### src/sv/slcfr_pkg.sv
package slcfr_pkg;

  localparam int unsigned MaxPayloadBytes = 56;

  localparam logic [7:0]  SyncA   = 8'hA5;
  localparam logic [7:0]  SyncB   = 8'h5A;
  localparam logic [15:0] CrcPoly = 16'h1021;
  localparam logic [15:0] CrcInit = 16'hFFFF;

  typedef enum logic [2:0] {
    EvPayload = 3'd0,
    EvEmpty   = 3'd1,
    EvCrcErr  = 3'd2,
    EvBadLen  = 3'd3,
    EvOverrun = 3'd4
  } event_e;

  typedef struct packed {
    logic [2:0] event_res;
    logic [7:0] command;
    logic [7:0] sequence_res;
    logic [5:0] payload_length;
    logic [5:0] byte_index;
    logic [7:0] payload_byte;
    logic       last;
  } result_t;

  typedef enum logic [4:0] {
    StIdle, StLen0, StLen1, StLen2, StLen3,
    StCrcRd, StCrcUp, StGot0, StGot1, StGot2, StCheck,
    StScan0, StScan1, StHdr0, StHdr1, StHdr2,
    StPayRd, StPayOut, StEmit
  } state_e;

  // Fold one byte into a CRC16-CCITT-FALSE remainder, MSB first
  function automatic logic [15:0] crc_byte(input logic [15:0] crc_in, input logic [7:0] b);
    logic [15:0] c;
    c = crc_in ^ {b, 8'h00};
    for (int k = 0; k < 8; k++) begin
      if (c[15]) begin
        c = {c[14:0], 1'b0} ^ CrcPoly;
      end else begin
        c = {c[14:0], 1'b0};
      end
    end
    return c;
  endfunction

endpackage

### src/sv/slcfr_if.sv
interface slcfr_byte_if;
  logic       valid;
  logic       ready;
  logic [7:0] rx_byte;
  modport source (output valid, output rx_byte, input ready);
  modport sink (input valid, input rx_byte, output ready);
endinterface

interface slcfr_res_if;
  logic       valid;
  logic       ready;
  logic [2:0] event_res;
  logic [7:0] command;
  logic [7:0] sequence_res;
  logic [5:0] payload_length;
  logic [5:0] byte_index;
  logic [7:0] payload_byte;
  logic       last;
  modport source (output valid, output event_res, output command, output sequence_res,
                  output payload_length, output byte_index, output payload_byte,
                  output last, input ready);
  modport sink (input valid, input event_res, input command, input sequence_res,
                input payload_length, input byte_index, input payload_byte,
                input last, output ready);
endinterface

### src/sv/slcfr_front.sv
module slcfr_front (
  input  logic       clk_i,
  input  logic       rst_ni,
  slcfr_byte_if.sink in_if,
  input  logic       pop_i,
  output logic       valid_o,
  output logic [7:0] byte_o
);

  logic [7:0] data_q [2];
  logic       wr_ptr_q, wr_ptr_d;
  logic       rd_ptr_q, rd_ptr_d;
  logic [1:0] cnt_q, cnt_d;
  logic       push;
  logic       pop;

  assign in_if.ready = (cnt_q != 2'd2);
  assign push        = in_if.valid && in_if.ready;
  assign valid_o     = (cnt_q != 2'd0);
  assign pop         = pop_i && valid_o;
  assign byte_o      = data_q[rd_ptr_q];

  // Advance queue pointers and count
  always_comb begin
    wr_ptr_d = push ? ~wr_ptr_q : wr_ptr_q;
    rd_ptr_d = pop ? ~rd_ptr_q : rd_ptr_q;
    cnt_d    = cnt_q + {1'b0, push} - {1'b0, pop};
  end

  always_ff @(posedge clk_i or negedge rst_ni) begin
    if (!rst_ni) begin
      wr_ptr_q <= 1'b0;
      rd_ptr_q <= 1'b0;
      cnt_q    <= 2'd0;
    end else begin
      wr_ptr_q <= wr_ptr_d;
      rd_ptr_q <= rd_ptr_d;
      cnt_q    <= cnt_d;
    end
  end

  // Hold the queued bytes
  always_ff @(posedge clk_i) begin
    if (push) begin
      data_q[wr_ptr_q] <= in_if.rx_byte;
    end
  end

endmodule

### src/sv/slcfr_back.sv
module slcfr_back #(
  parameter int unsigned MAX_PAYLOAD_BYTES = slcfr_pkg::MaxPayloadBytes
) (
  input  logic         clk_i,
  input  logic         rst_ni,
  input  logic         q_valid_i,
  input  logic [7:0]   q_byte_i,
  output logic         q_pop_o,
  slcfr_res_if.source  out_if
);
  import slcfr_pkg::*;

  localparam int unsigned Cap    = MAX_PAYLOAD_BYTES + 8;
  localparam int unsigned AW     = $clog2(Cap);
  localparam int unsigned FW     = $clog2(Cap + 1);
  localparam logic [FW-1:0] CapF = FW'(Cap);
  localparam logic [16:0] LenMax = 17'(MAX_PAYLOAD_BYTES + 2);

  state_e        state_q, state_d;
  logic [AW-1:0] head_q, head_d;
  logic [FW-1:0] fill_q, fill_d;
  logic [15:0]   len_q, len_d;
  logic [15:0]   crc_q, crc_d;
  logic [15:0]   got_q, got_d;
  logic [FW-1:0] off_q, off_d;
  logic [FW-1:0] idx_q, idx_d;
  logic [7:0]    cmd_q, cmd_d;
  logic          chk_q, chk_d;
  result_t       pend_q, pend_d;
  result_t       out_q, out_d;
  logic          out_valid_q, out_valid_d;

  logic [7:0]    mem [Cap];
  logic [7:0]    rd_data_q;
  logic          rd_en, wr_en;
  logic [FW-1:0] rd_off, adv_off;
  logic [AW-1:0] rd_addr, wr_addr, adv_addr;

  logic          take, slot_free, len_bad, fits, crc_done, pay_last;
  logic [16:0]   total;
  logic [15:0]   plen;

  // Circular offset from the buffer head
  function automatic logic [AW-1:0] wrap(input logic [AW-1:0] h, input logic [FW-1:0] o);
    logic [FW:0] s;
    s = (FW+1)'(h) + (FW+1)'(o);
    if (s >= (FW+1)'(Cap)) begin
      s = s - (FW+1)'(Cap);
    end
    return AW'(s);
  endfunction

  assign take      = (state_q == StIdle) && q_valid_i;
  assign q_pop_o   = take;
  assign slot_free = !out_valid_q || out_if.ready;
  assign total     = {1'b0, len_q} + 17'd6;
  assign plen      = len_q - 16'd2;
  assign len_bad   = (len_q < 16'd2) || ({1'b0, len_q} > LenMax);
  assign fits      = {{(17-FW){1'b0}}, fill_q} >= total;
  assign crc_done  = {{(17-FW){1'b0}}, off_q} == ({1'b0, len_q} + 17'd3);
  assign pay_last  = ({{(17-FW){1'b0}}, idx_q} + 17'd1) == {1'b0, plen};

  // Select the read offset for each fetch state
  always_comb begin
    rd_en  = 1'b1;
    rd_off = '0;
    unique case (state_q)
      StLen0:  rd_off = FW'(2);
      StLen1:  rd_off = FW'(3);
      StCrcRd: rd_off = off_q;
      StGot0:  rd_off = FW'(len_q + 16'd4);
      StGot1:  rd_off = FW'(len_q + 16'd5);
      StScan0: rd_off = '0;
      StHdr0:  rd_off = FW'(4);
      StHdr1:  rd_off = FW'(5);
      StPayRd: rd_off = idx_q + FW'(6);
      default: rd_en = 1'b0;
    endcase
  end

  assign wr_en = take && ((fill_q == '0 && q_byte_i == SyncA) ||
                          (fill_q == FW'(1) && q_byte_i == SyncB) ||
                          (fill_q >= FW'(2) && fill_q < CapF));

  // Amount dropped from the front of the buffer: one byte on a CRC mismatch
  // and during the resync scan, the whole frame otherwise
  always_comb begin
    adv_off = FW'(total);
    if ((state_q == StCheck && got_q != crc_q) || state_q == StScan1) begin
      adv_off = FW'(1);
    end
  end

  assign rd_addr  = wrap(head_q, rd_off);
  assign wr_addr  = wrap(head_q, fill_q);
  assign adv_addr = wrap(head_q, adv_off);

  // Next state
  always_comb begin
    state_d = state_q;
    unique case (state_q)
      StIdle: begin
        if (q_valid_i) begin
          if (fill_q <= FW'(1)) begin
            state_d = StIdle;
          end else if (fill_q >= CapF) begin
            state_d = StEmit;
          end else if (fill_q == FW'(3) || fill_q >= FW'(7)) begin
            state_d = StLen0;
          end
        end
      end
      StLen0: state_d = StLen1;
      StLen1: state_d = StLen2;
      StLen2: state_d = StLen3;
      StLen3: begin
        if (chk_q) begin
          state_d = len_bad ? StEmit : StIdle;
        end else begin
          state_d = fits ? StCrcRd : StIdle;
        end
      end
      StCrcRd: state_d = StCrcUp;
      StCrcUp: state_d = crc_done ? StGot0 : StCrcRd;
      StGot0:  state_d = StGot1;
      StGot1:  state_d = StGot2;
      StGot2:  state_d = StCheck;
      StCheck: begin
        if (got_q != crc_q) begin
          state_d = StScan0;
        end else if (len_q < 16'd2) begin
          state_d = StEmit;
        end else begin
          state_d = StHdr0;
        end
      end
      StScan0: state_d = (fill_q == '0) ? StEmit : StScan1;
      StScan1: state_d = (rd_data_q == SyncA) ? StEmit : StScan0;
      StHdr0:  state_d = StHdr1;
      StHdr1:  state_d = StHdr2;
      StHdr2:  state_d = (plen == 16'd0) ? StEmit : StPayRd;
      StPayRd: state_d = StPayOut;
      StPayOut: begin
        if (slot_free) begin
          state_d = pay_last ? StIdle : StPayRd;
        end
      end
      StEmit: begin
        if (slot_free) begin
          state_d = StIdle;
        end
      end
      default: state_d = StIdle;
    endcase
  end

  // Datapath updates and result loading
  always_comb begin
    head_d      = head_q;
    fill_d      = fill_q;
    len_d       = len_q;
    crc_d       = crc_q;
    got_d       = got_q;
    off_d       = off_q;
    idx_d       = idx_q;
    cmd_d       = cmd_q;
    chk_d       = chk_q;
    pend_d      = pend_q;
    out_d       = out_q;
    out_valid_d = out_valid_q && !out_if.ready;
    unique case (state_q)
      StIdle: begin
        if (q_valid_i) begin
          chk_d = (fill_q == FW'(3));
          if (fill_q == '0) begin
            if (q_byte_i == SyncA) begin
              fill_d = FW'(1);
            end
          end else if (fill_q == FW'(1)) begin
            if (q_byte_i == SyncB) begin
              fill_d = FW'(2);
            end else if (q_byte_i != SyncA) begin
              fill_d = '0;
            end
          end else if (fill_q >= CapF) begin
            fill_d = '0;
            pend_d = '{event_res: EvOverrun, last: 1'b1, default: '0};
          end else begin
            fill_d = fill_q + FW'(1);
          end
        end
      end
      StLen1: len_d[7:0]  = rd_data_q;
      StLen2: len_d[15:8] = rd_data_q;
      StLen3: begin
        crc_d = CrcInit;
        off_d = FW'(2);
        if (chk_q && len_bad) begin
          fill_d = '0;
          pend_d = '{event_res: EvBadLen, last: 1'b1, default: '0};
        end
      end
      StCrcUp: begin
        crc_d = crc_byte(crc_q, rd_data_q);
        off_d = off_q + FW'(1);
      end
      StGot1: got_d[15:8] = rd_data_q;
      StGot2: got_d[7:0]  = rd_data_q;
      StCheck: begin
        if (got_q != crc_q) begin
          head_d = adv_addr;
          fill_d = fill_q - FW'(1);
          pend_d = '{event_res: EvCrcErr, last: 1'b1, default: '0};
        end else if (len_q < 16'd2) begin
          head_d = adv_addr;
          fill_d = fill_q - adv_off;
          pend_d = '{event_res: EvBadLen, last: 1'b1, default: '0};
        end
      end
      StScan1: begin
        if (rd_data_q != SyncA) begin
          head_d = adv_addr;
          fill_d = fill_q - FW'(1);
        end
      end
      StHdr1: cmd_d = rd_data_q;
      StHdr2: begin
        idx_d = '0;
        if (plen == 16'd0) begin
          head_d = adv_addr;
          fill_d = fill_q - adv_off;
          pend_d = '{event_res: EvEmpty, command: cmd_q, sequence_res: rd_data_q,
                     last: 1'b1, default: '0};
        end else begin
          pend_d = '{event_res: EvPayload, command: cmd_q, sequence_res: rd_data_q,
                     payload_length: plen[5:0], default: '0};
        end
      end
      StPayOut: begin
        if (slot_free) begin
          out_d                = pend_q;
          out_d.byte_index     = idx_q[5:0];
          out_d.payload_byte   = rd_data_q;
          out_d.last           = pay_last;
          out_valid_d          = 1'b1;
          idx_d                = idx_q + FW'(1);
          if (pay_last) begin
            head_d = adv_addr;
            fill_d = fill_q - adv_off;
          end
        end
      end
      StEmit: begin
        if (slot_free) begin
          out_d       = pend_q;
          out_valid_d = 1'b1;
        end
      end
      default: ;
    endcase
  end

  always_ff @(posedge clk_i or negedge rst_ni) begin
    if (!rst_ni) begin
      state_q     <= StIdle;
      head_q      <= '0;
      fill_q      <= '0;
      out_valid_q <= 1'b0;
    end else begin
      state_q     <= state_d;
      head_q      <= head_d;
      fill_q      <= fill_d;
      out_valid_q <= out_valid_d;
    end
  end

  always_ff @(posedge clk_i) begin
    len_q  <= len_d;
    crc_q  <= crc_d;
    got_q  <= got_d;
    off_q  <= off_d;
    idx_q  <= idx_d;
    cmd_q  <= cmd_d;
    chk_q  <= chk_d;
    pend_q <= pend_d;
    out_q  <= out_d;
  end

  // Frame buffer: one write and one registered read per cycle
  always_ff @(posedge clk_i) begin
    if (wr_en) begin
      mem[wr_addr] <= q_byte_i;
    end
    if (rd_en) begin
      rd_data_q <= mem[rd_addr];
    end
  end

  assign out_if.valid          = out_valid_q;
  assign out_if.event_res      = out_q.event_res;
  assign out_if.command        = out_q.command;
  assign out_if.sequence_res   = out_q.sequence_res;
  assign out_if.payload_length = out_q.payload_length;
  assign out_if.byte_index     = out_q.byte_index;
  assign out_if.payload_byte   = out_q.payload_byte;
  assign out_if.last           = out_q.last;

endmodule

### src/sv/sof_len_crc_frame_receiver.sv
// Byte-stream deframer for A5 5A / LEN / CMD / SEQ / payload / CRC16 frames.
// in_if carries one received byte per item; out_if carries result items:
// one per payload byte of a frame whose CRC matches, or a single event item
// (empty frame, CRC mismatch, bad length, overrun). last marks the final
// result caused by one input byte.
// A two-entry byte queue sits in front of the parsing engine, so input is
// taken while the engine works or a result waits in the output register.
// Engine steps: a byte that only extends the buffer is stored from the idle
// state, and a length fetch and check reads LEN. Once a frame may be complete,
// the CRC walk over the frame memory reads and folds each byte in turn, then
// the received CRC is fetched and checked, the header is fetched, and each
// payload result is read and emitted. A CRC resync scan drops bytes one by one.
// Reset empties the queue and the frame buffer (fill count to zero); buffer
// contents need no clearing. When the receiver stalls, the current result
// holds in the output register, the engine waits, and once the queue is full
// in_if.ready falls.
module sof_len_crc_frame_receiver #(
  parameter int unsigned MAX_PAYLOAD_BYTES = slcfr_pkg::MaxPayloadBytes
) (
  input logic         clk_i,
  input logic         rst_ni,
  slcfr_byte_if.sink  in_if,
  slcfr_res_if.source out_if
);
  import slcfr_pkg::*;

  logic       q_valid;
  logic       q_pop;
  logic [7:0] q_byte;

  slcfr_front u_front (
    .clk_i   (clk_i),
    .rst_ni  (rst_ni),
    .in_if   (in_if),
    .pop_i   (q_pop),
    .valid_o (q_valid),
    .byte_o  (q_byte)
  );

  slcfr_back #(
    .MAX_PAYLOAD_BYTES (MAX_PAYLOAD_BYTES)
  ) u_back (
    .clk_i     (clk_i),
    .rst_ni    (rst_ni),
    .q_valid_i (q_valid),
    .q_byte_i  (q_byte),
    .q_pop_o   (q_pop),
    .out_if    (out_if)
  );

endmodule
### src/flat_wrapper.sv
// flat-port wrapper written by rule: the top's interface ports become plain ports
module sof_len_crc_frame_receiver_flat import slcfr_pkg::*;
#(
  parameter int unsigned MAX_PAYLOAD_BYTES = slcfr_pkg::MaxPayloadBytes
)
  (clk_i, rst_ni, in_if_valid, in_if_rx_byte, in_if_ready, out_if_valid, out_if_event_res, out_if_command, out_if_sequence_res, out_if_payload_length, out_if_byte_index, out_if_payload_byte, out_if_last, out_if_ready);
  slcfr_byte_if in_if_i ();
  slcfr_res_if out_if_i ();
  input logic clk_i;
  input logic rst_ni;
  input wire logic [$bits(in_if_i.valid)-1:0] in_if_valid;
  input wire logic [$bits(in_if_i.rx_byte)-1:0] in_if_rx_byte;
  output wire logic [$bits(in_if_i.ready)-1:0] in_if_ready;
  output wire logic [$bits(out_if_i.valid)-1:0] out_if_valid;
  output wire logic [$bits(out_if_i.event_res)-1:0] out_if_event_res;
  output wire logic [$bits(out_if_i.command)-1:0] out_if_command;
  output wire logic [$bits(out_if_i.sequence_res)-1:0] out_if_sequence_res;
  output wire logic [$bits(out_if_i.payload_length)-1:0] out_if_payload_length;
  output wire logic [$bits(out_if_i.byte_index)-1:0] out_if_byte_index;
  output wire logic [$bits(out_if_i.payload_byte)-1:0] out_if_payload_byte;
  output wire logic [$bits(out_if_i.last)-1:0] out_if_last;
  input wire logic [$bits(out_if_i.ready)-1:0] out_if_ready;
  assign in_if_i.valid = in_if_valid;
  assign in_if_i.rx_byte = in_if_rx_byte;
  assign in_if_ready = in_if_i.ready;
  assign out_if_valid = out_if_i.valid;
  assign out_if_event_res = out_if_i.event_res;
  assign out_if_command = out_if_i.command;
  assign out_if_sequence_res = out_if_i.sequence_res;
  assign out_if_payload_length = out_if_i.payload_length;
  assign out_if_byte_index = out_if_i.byte_index;
  assign out_if_payload_byte = out_if_i.payload_byte;
  assign out_if_last = out_if_i.last;
  assign out_if_i.ready = out_if_ready;
  sof_len_crc_frame_receiver #(.MAX_PAYLOAD_BYTES(MAX_PAYLOAD_BYTES)) u_core (.clk_i(clk_i), .rst_ni(rst_ni), .in_if(in_if_i), .out_if(out_if_i));
endmodule
### config.mk
export PLATFORM = sky130hd
export DESIGN_NAME = sof_len_crc_frame_receiver_flat
export DESIGN_NICKNAME = d
export VERILOG_FILES = /design/src/sv/slcfr_pkg.sv /design/src/sv/slcfr_if.sv /design/src/sv/slcfr_front.sv /design/src/sv/slcfr_back.sv /design/src/sv/sof_len_crc_frame_receiver.sv /design/src/flat_wrapper.sv
export SDC_FILE = /design/constraint.sdc
export NUM_CORES = 1
export LEC_CHECK = 0
export ABC_AREA = 1
export BUFFER_PORTS_ARGS = -buffer_cell sky130_fd_sc_hd__buf_2
export CORE_MARGIN = 1
export CORE_UTILIZATION = 45
export CTS_BUF_LIST = sky130_fd_sc_hd__clkbuf_8
export DETAILED_ROUTE_END_ITERATION = 8
export PLACE_DENSITY_LB_ADDON = 0.1
export SLEW_MARGIN = 20
export SYNTH_ARGS = -nofsm -noshare
export SYNTH_HDL_FRONTEND = slang
export SYNTH_SLANG_ARGS = --single-unit
### constraint.sdc
create_clock -name clk_i -period 8.9 [get_ports clk_i]
set_clock_uncertainty 0.15 [all_clocks]
set_input_delay 1.78 -clock clk_i [delete_from_list [all_inputs] [get_ports clk_i]]
set_output_delay 1.78 -clock clk_i [all_outputs]
set_load 0.02 [all_outputs]
[Word-level counts from Yosys, hierarchy flattened]
Memory sizes are Yosys's and may differ from the RTL's. A register that Yosys moved wholly into a read port is not among the register bits.
Index checks and enable logic that the tools add are counted.
Operators by class
  muxes and demuxes: 82
  equal/unequal tests: 43
  magnitude comparators: 11
  $add $sub $neg: 20
  reductions and logical operators: 37
  bitwise operators: 11
Operator list (number)
  2-to-1 mux 40 bit: 9
  case mux 40 bit (4 select lines): 1
  2-to-1 mux 16 bit: 7
  2-to-1 mux 7 bit: 16
  2-to-1 mux 13 bit: 8
  case mux 5 bit (19 select lines): 1
  case mux 40 bit (2 select lines): 1
  2-to-1 mux 5 bit: 13
  case mux 7 bit (8 select lines): 1
  2-to-1 mux 6 bit: 9
  case mux 7 bit (6 select lines): 1
  == test 5 x 4 -> 1 bit, second input constant: 8
  2-to-1 mux 38 bit: 1
  case mux 16 bit (2 select lines): 1
  case mux 7 bit (2 select lines): 2
  adder 6 x 7 -> 8 bit: 3
  greater-or-equal comparator 8 x 7 -> 1 bit, second input constant: 3
  NOT 3 bit: 8
  case mux 6 bit (4 select lines): 1
  adder 7 x 1 -> 7 bit, second input constant: 3
  adder 7 x 3 -> 7 bit, second input constant: 3
  == test 5 x 3 -> 1 bit, second input constant: 4
  != test 2 bit, second input constant: 9
  subtractor 6 x 1 -> 6 bit, second input constant: 3
  54 further kinds: 88
Word-level totals
  output and inout bits: 42
  memories kept: 2
  word-level logic and storage cells: 236
  register bits after elaboration: 174
  memory bits (writable): 528
Memory list
  u_core.u_back.mem: words 64, bits a word 8, rd ports 1, clocked after memory_dff 1, wr ports 1, RTL line slcfr_back.sv:33  | logic [7:0] mem [Cap];
  u_core.u_front.data_q: words 2, bits a word 8, rd ports 1, clocked after memory_dff 0, wr ports 1, RTL line slcfr_front.sv:10  | logic [7:0] data_q [2];

[Logic depth before layout (Yosys ltp)]
Gate-level depths: netlist of run 1.
  word-level depth: 25
  gate-level depth with buffers: 25
  mapped depth without buffers: 24

[By module]
Synthesis of run 1 repeated with hierarchy kept, for this count alone.
Unflattened totals
  cells, all modules: 2876
  area, all modules: 31601.6 µm²
Modules (own cells, without submodules)
  slcfr_back: seq. area each 20204.4 µm², area each 30779.5 µm², cells each 2803, times used 1
  slcfr_front: seq. area each 580.6 µm², area each 822.0 µm², cells each 73, times used 1

[Worst setup path before layout of run 1]
No wires, ideal clock.
  path kind: in2reg
  from: input out_if_ready
  to: register u_core.u_back.out_q, in the netlist u_core.u_back.out_if.byte_index[0], enable pin
  path buffers: 0
  data required time: 8.313 ns
  path slack: 4.764 ns
  library setup time: 0.437 ns
  arrival: 3.548 ns
  stages on the path: 2
  path through: nor2_1 > nor2_1
On the way
  longest elaborated chain between the ends: 3
Ends and longest elaborated chain
  start: declaration: RTL line flat_wrapper.sv:22  | input wire logic [$bits(out_if_i.ready)-1:0] out_if_ready;
  logical OR 1 bit *: RTL line slcfr_back.sv:55  | assign slot_free = !out_valid_q || out_if.ready;
  != test 2 bit (no source line)
  AND reduction 3 bit (no source line) *
  end signal: assignment: RTL line slcfr_back.sv:286  | out_q <= out_d;
  end: declaration: RTL line slcfr_back.sv:30  | result_t out_q, out_d;
Mark *: on every way between the ends. The rest lies on a longest branch, timed or not.
A chain may end at the register's enable or synchronous reset.

[Worst setup path in the final report of run 1]
  from: register u_core.u_back.len_q[1]
  to: register u_core.u_back.rd_data_q[1], read port of u_core.u_back.mem (data pin)
On the way
  longest elaborated chain between the ends: 5
Ends and longest elaborated chain
  start: declaration: RTL line slcfr_back.sv:22  | logic [15:0] len_q, len_d;
  start signal: assignment: RTL line slcfr_back.sv:278  | len_q <= len_d;
  adder 7 x 3 -> 7 bit, on equally long branches: RTL line slcfr_back.sv:72, slcfr_back.sv:71
  case mux 7 bit (8 select lines) *: RTL line slcfr_back.sv:67  | unique case (state_q)
  adder 6 x 7 -> 8 bit *: RTL line slcfr_back.sv:46  | s = (FW+1)'(h) + (FW+1)'(o);
  greater-or-equal comparator 8 x 7 -> 1 bit or subtractor 6 x 1 -> 6 bit (tied branches): RTL line slcfr_back.sv:47, slcfr_back.sv:48
  2-to-1 mux 6 bit *: RTL line slcfr_back.sv:47  | if (s >= (FW+1)'(Cap)) begin
  end: declaration: RTL line slcfr_back.sv:34  | logic [7:0] rd_data_q;
Marks and branches as above.

==> run metrics, run 1 <==
first-pass iteration count of the detailed router 5; setup TNS 0 ns; Via density ~5.5; Synth Instances 2831; Max Fclk 0.172 GHz; layout cells sized above 1 between 9 and 10%; max-cap viol count 0; Post-CTS Setup Bufs 0; DR WL/cell 20.8 microns; area leader, netlist edfxtp_1; largest net degree at the start of global routing 99; worst-path fanout max 74; Slew @ Worst Pin between 1 and 1.5 ns; CP arrival between 6 and 7 ns; H-tree Lvls 3; initial antenna violation count 1; first-pass GRT wire length ~130000 microns; Detail Placement HPWL 50700 microns; DRC viols 0; FFs w/ async S/R, synth 3.30%; Clock Path Buffers 3; worst setup path category flop to flop; top_reg_cell synth edfxtp_1; CP Cell Sequence inv_1 > ha_1 > a221oi_1 > o21ai_0 > fa_4 > buf_4 > o21ai_0 > o22ai_1 > nand2_1 > nand2_1 > nor2_1 > nor3_1 > o21ai_0 > nand2_1; vias in the first global route 21151; min Tclk post-route between 5 and 6 ns; top cells by count, synth edfxtp_1 (673), nor2_1 (517), nand2_1 (475), o21ai_0 (305), inv_1 (185); Worst Path Required between 9 and 10 ns; input/output buffers 53; Final Max Slew Viols 0; synth unique cells 48; TritonCTS clock tree yes; final net count between 2000 and 3000; Min-Delay Path Class flop to flop; largest cells by area after synthesis edfxtp_1 (65%), nor2_1 (6.2%), nand2_1 (5.7%); GRT overflow 0; clock sinks just under 700; most frequent cell after synthesis edfxtp_1; Tot GR Track Use about a quarter; Die H roughly 270 microns; Clock Latency Late Sink approximately 0.72 ns; Horiz. Die Dim ~270 microns; I/O pin cnt 54; Clock transition at path regs approximately 0.060 ns; routed wire length roughly 82000 microns; max_slew headroom 32.4%; FF+latch count, synth ~700; Mapped Area around 0.031 sq mm; status complete, no violations; Post-CTS Hold Buffers 0; Inserted Clock Buffers 113; slowest stage delay, CP ~1.3 ns; ANT nets after route 0; Syn Area/Cell 11.0 sq um; vias post-DR about 22000; period utilization between 60% and 70%; area grow syn2layout 10.1%; gpl congestion a little under 0.9; slowest CP cell fa_4; Initial DRC Count between 1500 and 2000; Core Region around 0.069 sq mm; fillers 6197; share of the synthesized area in the top cell type approximately 65%; RSZ-0062 raised after global routing no; YS warnings 0; number of flops mapped to enable cells by yosys approximately 670; Mapped Nets 2896; register area share after synthesis between 60 and 70%; CP startpoint kind flop; Critical Path Sink Type flop; post_cts resized 0; Final Hold Vio Count 0; Initial Util roughly 45%; root buffer selected by CTS clkbuf_8; final setup vio count 0; FP Rows 96; Die Area 0.0704 sq mm
final cells by class:
class                           count  area (sq um)  share of cell area (%)
Antenna cell                        1          2.50                 0.00729
Clock buffer                      115          1580                    4.61
Clock inverter                     83           379                    1.10
Inverter                          192           728                    2.12
Multi-Input combinational cell   1826          9250                    26.9
Sequential cell                   696         20800                    60.5
Tap cell                          931          1160                    3.39
Timing Repair Buffer               79           460                    1.34
layer usage:
layer | track usage (%) | up-vias | wire length (microns)
met3 | 3.64 | 153 | 4510
met5 | 0 | - | 0
met2 | 38.9 | 696 | 39100
met1 | 30.9 | 10556 | 35400
met4 | 8.58 | 0 | 2660
li1 | - | 10118 | -
registers in the layout, indices dropped and copies added (netlist names), 8 cells and up:
name	count
u_core.u_back.rd_data_q	8
u_core.u_back.got_q	16
u_core.u_back.cmd_q	8
u_core.u_back.len_q	16
u_core.u_back.out_if.payload_byte	8
u_core.u_back.crc_q	16
u_core.u_back.out_if.sequence_res	8
u_core.u_front.data_q	16
u_core.u_back.mem	512
u_core.u_back.out_if.command	8
u_core.u_back.pend_q	26
critical path, delay by kind of cell (launching register included):
kind	cells	cell delay, ns
fa+ha+maj	2	1.69
compound gates	5	1.05
buf+inv	2	1.04
simple gates	5	1.00
flops	1	0.68
cells in the final DEF (no fill, tap or decap), types with 26 or more instances in the layout:
cell | Yosys | routed
ha_1 | 49 | 48
nand3_1 | 111 | 111
a21oi_1 | 35 | 34
edfxtp_1 | 673 | 673
nor3_1 | 28 | 28
buf_4 | 1 | 26
clkinv_1 | 2 | 29
inv_1 | 185 | 218
o21ai_0 | 305 | 304
nand2_1 | 475 | 471
o22ai_1 | 64 | 64
clkbuf_8 | 0 | 115
o221ai_1 | 65 | 65
xor2_1 | 31 | 29
buf_2 | 34 | 53
xnor2_1 | 26 | 26
nor2_1 | 517 | 514
path summary, 6_finish.rpt:
check / startpoint / to / depth (start not counted) / slack, ns
worst min-delay path: u_core.u_back.pend_q[36] / u_core.u_back.out_if.command[7] / 0 / 0.26
min in group asynchronous: rst_ni / u_core.u_back.fill_q[0] / 1 / 0.92
max in group asynchronous: rst_ni / u_core.u_back.state_q[3] / 1 / 7.28
worst max-delay path: u_core.u_back.len_q[1] / u_core.u_back.rd_data_q[1] / 14 / 3.08
worst min register to register: u_core.u_back.pend_q[36] / u_core.u_back.out_if.command[7] / 0 / 0.26
worst max register to register: u_core.u_back.len_q[1] / u_core.u_back.rd_data_q[1] / 14 / 3.08
kinds of logic (layout without fill, tap and decap cells):
| kind of cell | Yosys count | in the layout | share of synthesized area [%] |
|---|---|---|---|
| AO/OA/AOI/OAI | 522 | 522 | 9.85 |
| buffers and inverters | 309 | 469 | 3.94 |
| flip-flops | 696 | 696 | 66.6 |
| adder cells (fa/ha/maj) | 53 | 53 | 2.22 |
| AND/OR/NAND/NOR | 1193 | 1193 | 15.7 |
| XOR/XNOR | 58 | 58 | 1.65 |
| other | 0 | 1 | 0 |
metrics by stage:
step | instance area, sq um | hold slack, ns | utilization (%) | cells | worst slack, ns
4_1_cts | 34300 | 0.268 | 50.1 | 3922 | 2.86
5_1_grt | 34300 | 0.273 | 50.1 | 3923 | 2.72
3_3_place_gp | 32400 | 0.252 | 47.2 | 3724 | 2.50
3_5_place_dp | 32400 | 0.255 | 47.2 | 3724 | 2.87
6_report | 34300 | 0.264 | 50.1 | 3923 | 3.08
2_1_floorplan | 31200 | 0.250 | - | 2831 | 4.76
Power of run 1 is not shown: default switching activity piles up to over one toggle a cycle in this logic, so the estimate is an artifact.
==> run 2: changes to the inputs <==
--- a/config.mk
+++ b/config.mk
@@ -5,7 +5,7 @@
 export SDC_FILE = /design/constraint.sdc
 export NUM_CORES = 1
 export LEC_CHECK = 0
-export ABC_AREA = 1
+export ABC_AREA = 0
 export BUFFER_PORTS_ARGS = -buffer_cell sky130_fd_sc_hd__buf_2
 export CORE_MARGIN = 1
 export CORE_UTILIZATION = 45
==> constraint.sdc (replaced) <==
create_clock -name clk_i -period 5.1 [get_ports clk_i]
set_clock_uncertainty 0.15 [all_clocks]
set_input_delay 1.02 -clock clk_i [delete_from_list [all_inputs] [get_ports clk_i]]
set_output_delay 1.02 -clock clk_i [all_outputs]
set_load 0.02 [all_outputs]
==> run 2 against run 1 <==
The flow now finishes with violations (design-rule violations). Routed wire length shrank 11%. Cell count shrank 26%. Maximum frequency grew 18%. Non-clock buffer count grew 75. Count of clock-buffer cells in the layout shrank 2. Synthesized cell count shrank 38%. Sequential share of layout area grew 0.075 points. Register-to-register slack lost 2.9 ns. Cell area shrank 0.12%. First-iteration DRC count shrank 27%.
==> run metrics, run 2 <==
status complete, but fails checks; failing checks design-rule violations; Min-Delay Path Class input pin to async pin; CP arrival between 5 and 6 ns; Clock Latency Late Sink roughly 0.74 ns; FF+latch count, synth ~700; area of the multi-input gates 0.00901 sq mm; I/O pin cnt 54; top cells by count, synth edfxtp_1 (673), mux4_2 (160), nor2_1 (150), xnor2_1 (88), nand2_1 (84); final setup vio count 0; FFs w/ async S/R, synth about 3.3%; combinational family with the most area after synthesis multiplexers; worst setup path category flop to flop; Post-CTS Hold Buffers 0; initial antenna violation count 1; dpl cells roughly 2700; CP Cell Sequence or3b_1 > nor2_1 > a221oi_1 > o21ai_0 > ha_4 > fa_4 > buf_12 > mux4_2 > mux4_2 > a211oi_1 > a21oi_1; Syn Area/Cell 17.2 sq um; register area share after synthesis 69.0%; share of the synthesized area in the top cell type between 60 and 70%; max-cap viol count 0; post-synthesis simple-gate area fraction 7.04%; multiplexer share of the synthesized area around an eighth; YS warnings 0; Via density ~5.7; Core Region approximately 0.066 sq mm; Clock transition at path regs approximately 0.070 ns; slowest CP cell fa_4; gpl congestion roughly 0.9; Initial DRC Count 1421; worst-path fanout max 41; DR WL/cell about 25 microns; PwrDens between 700 and 800 mW/mm^2; Max Fclk 0.202 GHz; ANT nets after route 0; first-pass GRT wire length around 110000 microns; area leader, netlist edfxtp_1; R2R depth 11; storage element area about 0.021 sq mm; xor/xnor share of the synthesized area between 3 and 4%; min Tclk post-route about 5 ns; Die Area just under 0.07 sq mm; largest net degree at the start of global routing 65; Final Max Slew Viols 0; TritonCTS clock tree yes; Final Hold Vio Count 0; Horiz. Die Dim between 200 and 300 microns; Synth Area in Adders 2.30%; Mapped Area about 0.030 sq mm; input/output buffers 53; most frequent cells in the layout edfxtp_1 (673), mux4_2 (160), nor2_1 (146); leakage 0.0115 uW; number of flops mapped to enable cells by yosys a little under 700; crit-path leading delay family compound AO/OA/AOI/OAI gates; Mapped Nets between 1500 and 2000; setup TNS 0 ns; DRC viols 12; final net count about 2000; root buffer selected by CTS clkbuf_8; vias post-DR between 15000 and 20000; area grow syn2layout 13.9%; first-pass iteration count of the detailed router 9; Largest register FFs slightly above 500; vias in the first global route 16981; slowest stage delay, CP between 0.8 and 0.9 ns; Die H approximately 260 microns; top flop regs u_core.u_back.mem x512, u_core.u_back.pend_q x26; Largest Register u_core.u_back.mem; commonest non-fill, non-tap cell in the layout edfxtp_1; top_reg_cell synth edfxtp_1; FP Rows between 90 and 100; Buf/Inv on CP 1; worst vdd ir ~0.72 mV; Clock Path Buffers 3; Detail Placement HPWL 47100 microns; Tot GR Track Use between 20 and 25%; period utilization between 90 and 100%; Worst path most repeated cell mux4_2; fillers 5413; Synth Area in Compound Gates under 10%; Synth Instances roughly 1800; clock sinks approximately 700; Inserted Clock Buffers 113; CP Depth 11; most frequent cell after synthesis edfxtp_1; Worst Path Required ~5.4 ns; Slew @ Worst Pin between 1 and 1.5 ns; H-tree Lvls 3; largest cells by area after synthesis edfxtp_1 (67%), mux4_2 (12%), xnor2_1 (2.6%); synth unique cells 83; GRT overflow 0; Initial Util a little under half; max_slew headroom between 20% and 30%; layout cells sized above 1 between 20% and 30%; RSZ-0062 raised after global routing no; Critical Path Sink Type flop; final cell count without fillers a little under 3000; routed wire length about 73000 microns; CP startpoint kind flop
run 2: cell count changes in the layout (fill, tap and decap cells not counted), sizes merged, moves of 14 or more:
cell	delta
mux4	+160
o21ai	-276
xnor2	+62
inv	-168
nand2	-396
a211oi	+14
nand3	-86
nor2	-380
buf	+75
and2	+32
nor2b	+15
o221ai	-63
o22ai	-58
run 2: logic make-up (layout without fill, tap and decap cells):
| logic type | count (synthesis) | after routing |
|---|---|---|
| mux | 184 | 184 |
| fa+ha+maj | 53 | 53 |
| other cells | 0 | 1 |
| flops | 696 | 696 |
| buf+inv | 106 | 395 |
| compound gates | 171 | 171 |
| xor+xnor | 122 | 122 |
| simple gates | 423 | 423 |
run 2: layout make-up:
| cell class | count | area share (%) |
|---|---|---|
| Antenna cell | 1 | 0.00729 |
| Clock buffer | 113 | 4.53 |
| Clock inverter | 96 | 1.76 |
| Inverter | 32 | 0.354 |
| Multi-Input combinational cell | 953 | 26.3 |
| Sequential cell | 696 | 60.6 |
| Tap cell | 864 | 3.15 |
| Timing Repair Buffer | 154 | 3.35 |
run 2: metrics by stage:
stage | util, % | area (sq um) | hold slack, ns | worst slack (ns) | total power [uW]
finish | 52.0 | 34300 | 0.130 | 0.156 | 25900
global route | 52.0 | 34300 | 0.141 | 0.0176 | 27200
CTS | 51.9 | 34300 | 0.0833 | 0.00775 | 26200
detailed placement | 48.6 | 32100 | 0.255 | 0.0582 | 21400
global placement | 48.6 | 32100 | 0.253 | 0.0628 | 21400
floorplan | - | 30100 | 0.250 | 0.601 | 16900
run 2: routing by layer:
layer  track usage (%)  vias up  routed length [microns]
met5                 0        -                        0
met4              7.86        0                     2090
met3              3.61      133                     3950
met2              36.7      529                    36100
met1              29.2     8466                    31000
li1                  -     7337                        -
run 2: path summary, 6_finish.rpt:
kind	start	end	slack (ns)
max reg2reg	u_core.u_back.state_q[3]	u_core.u_back.rd_data_q[1]	0.16
min reg2reg	u_core.u_back.pend_q[22]	u_core.u_back.out_if.sequence_res[1]	0.26
min	rst_ni	u_core.u_front.wr_ptr_q	0.13
min in group clk_i	u_core.u_back.pend_q[22]	u_core.u_back.out_if.sequence_res[1]	0.26
max in group asynchronous	rst_ni	u_core.u_back.state_q[2]	4.24
max	u_core.u_back.state_q[3]	u_core.u_back.rd_data_q[1]	0.16
run 2: timing repair:
item / CTS / global route
setup buffers: 0 / 2
endpoints found under the setup margin: 1 / 3
pin swaps: 0 / 1
cloned: 0 / 0
gates resized for setup: 1 / 1
run 2: power breakdown:
part | switching [uW] | internal, uW | leakage [uW]
clock network | 2260 | 2390 | 0.00120
registers | 528 | 7570 | 0.00632
logic | 7200 | 6000 | 0.00393
total | 9990 | 16000 | 0.0115
Note: power is estimated with default switching activity, not from simulation.
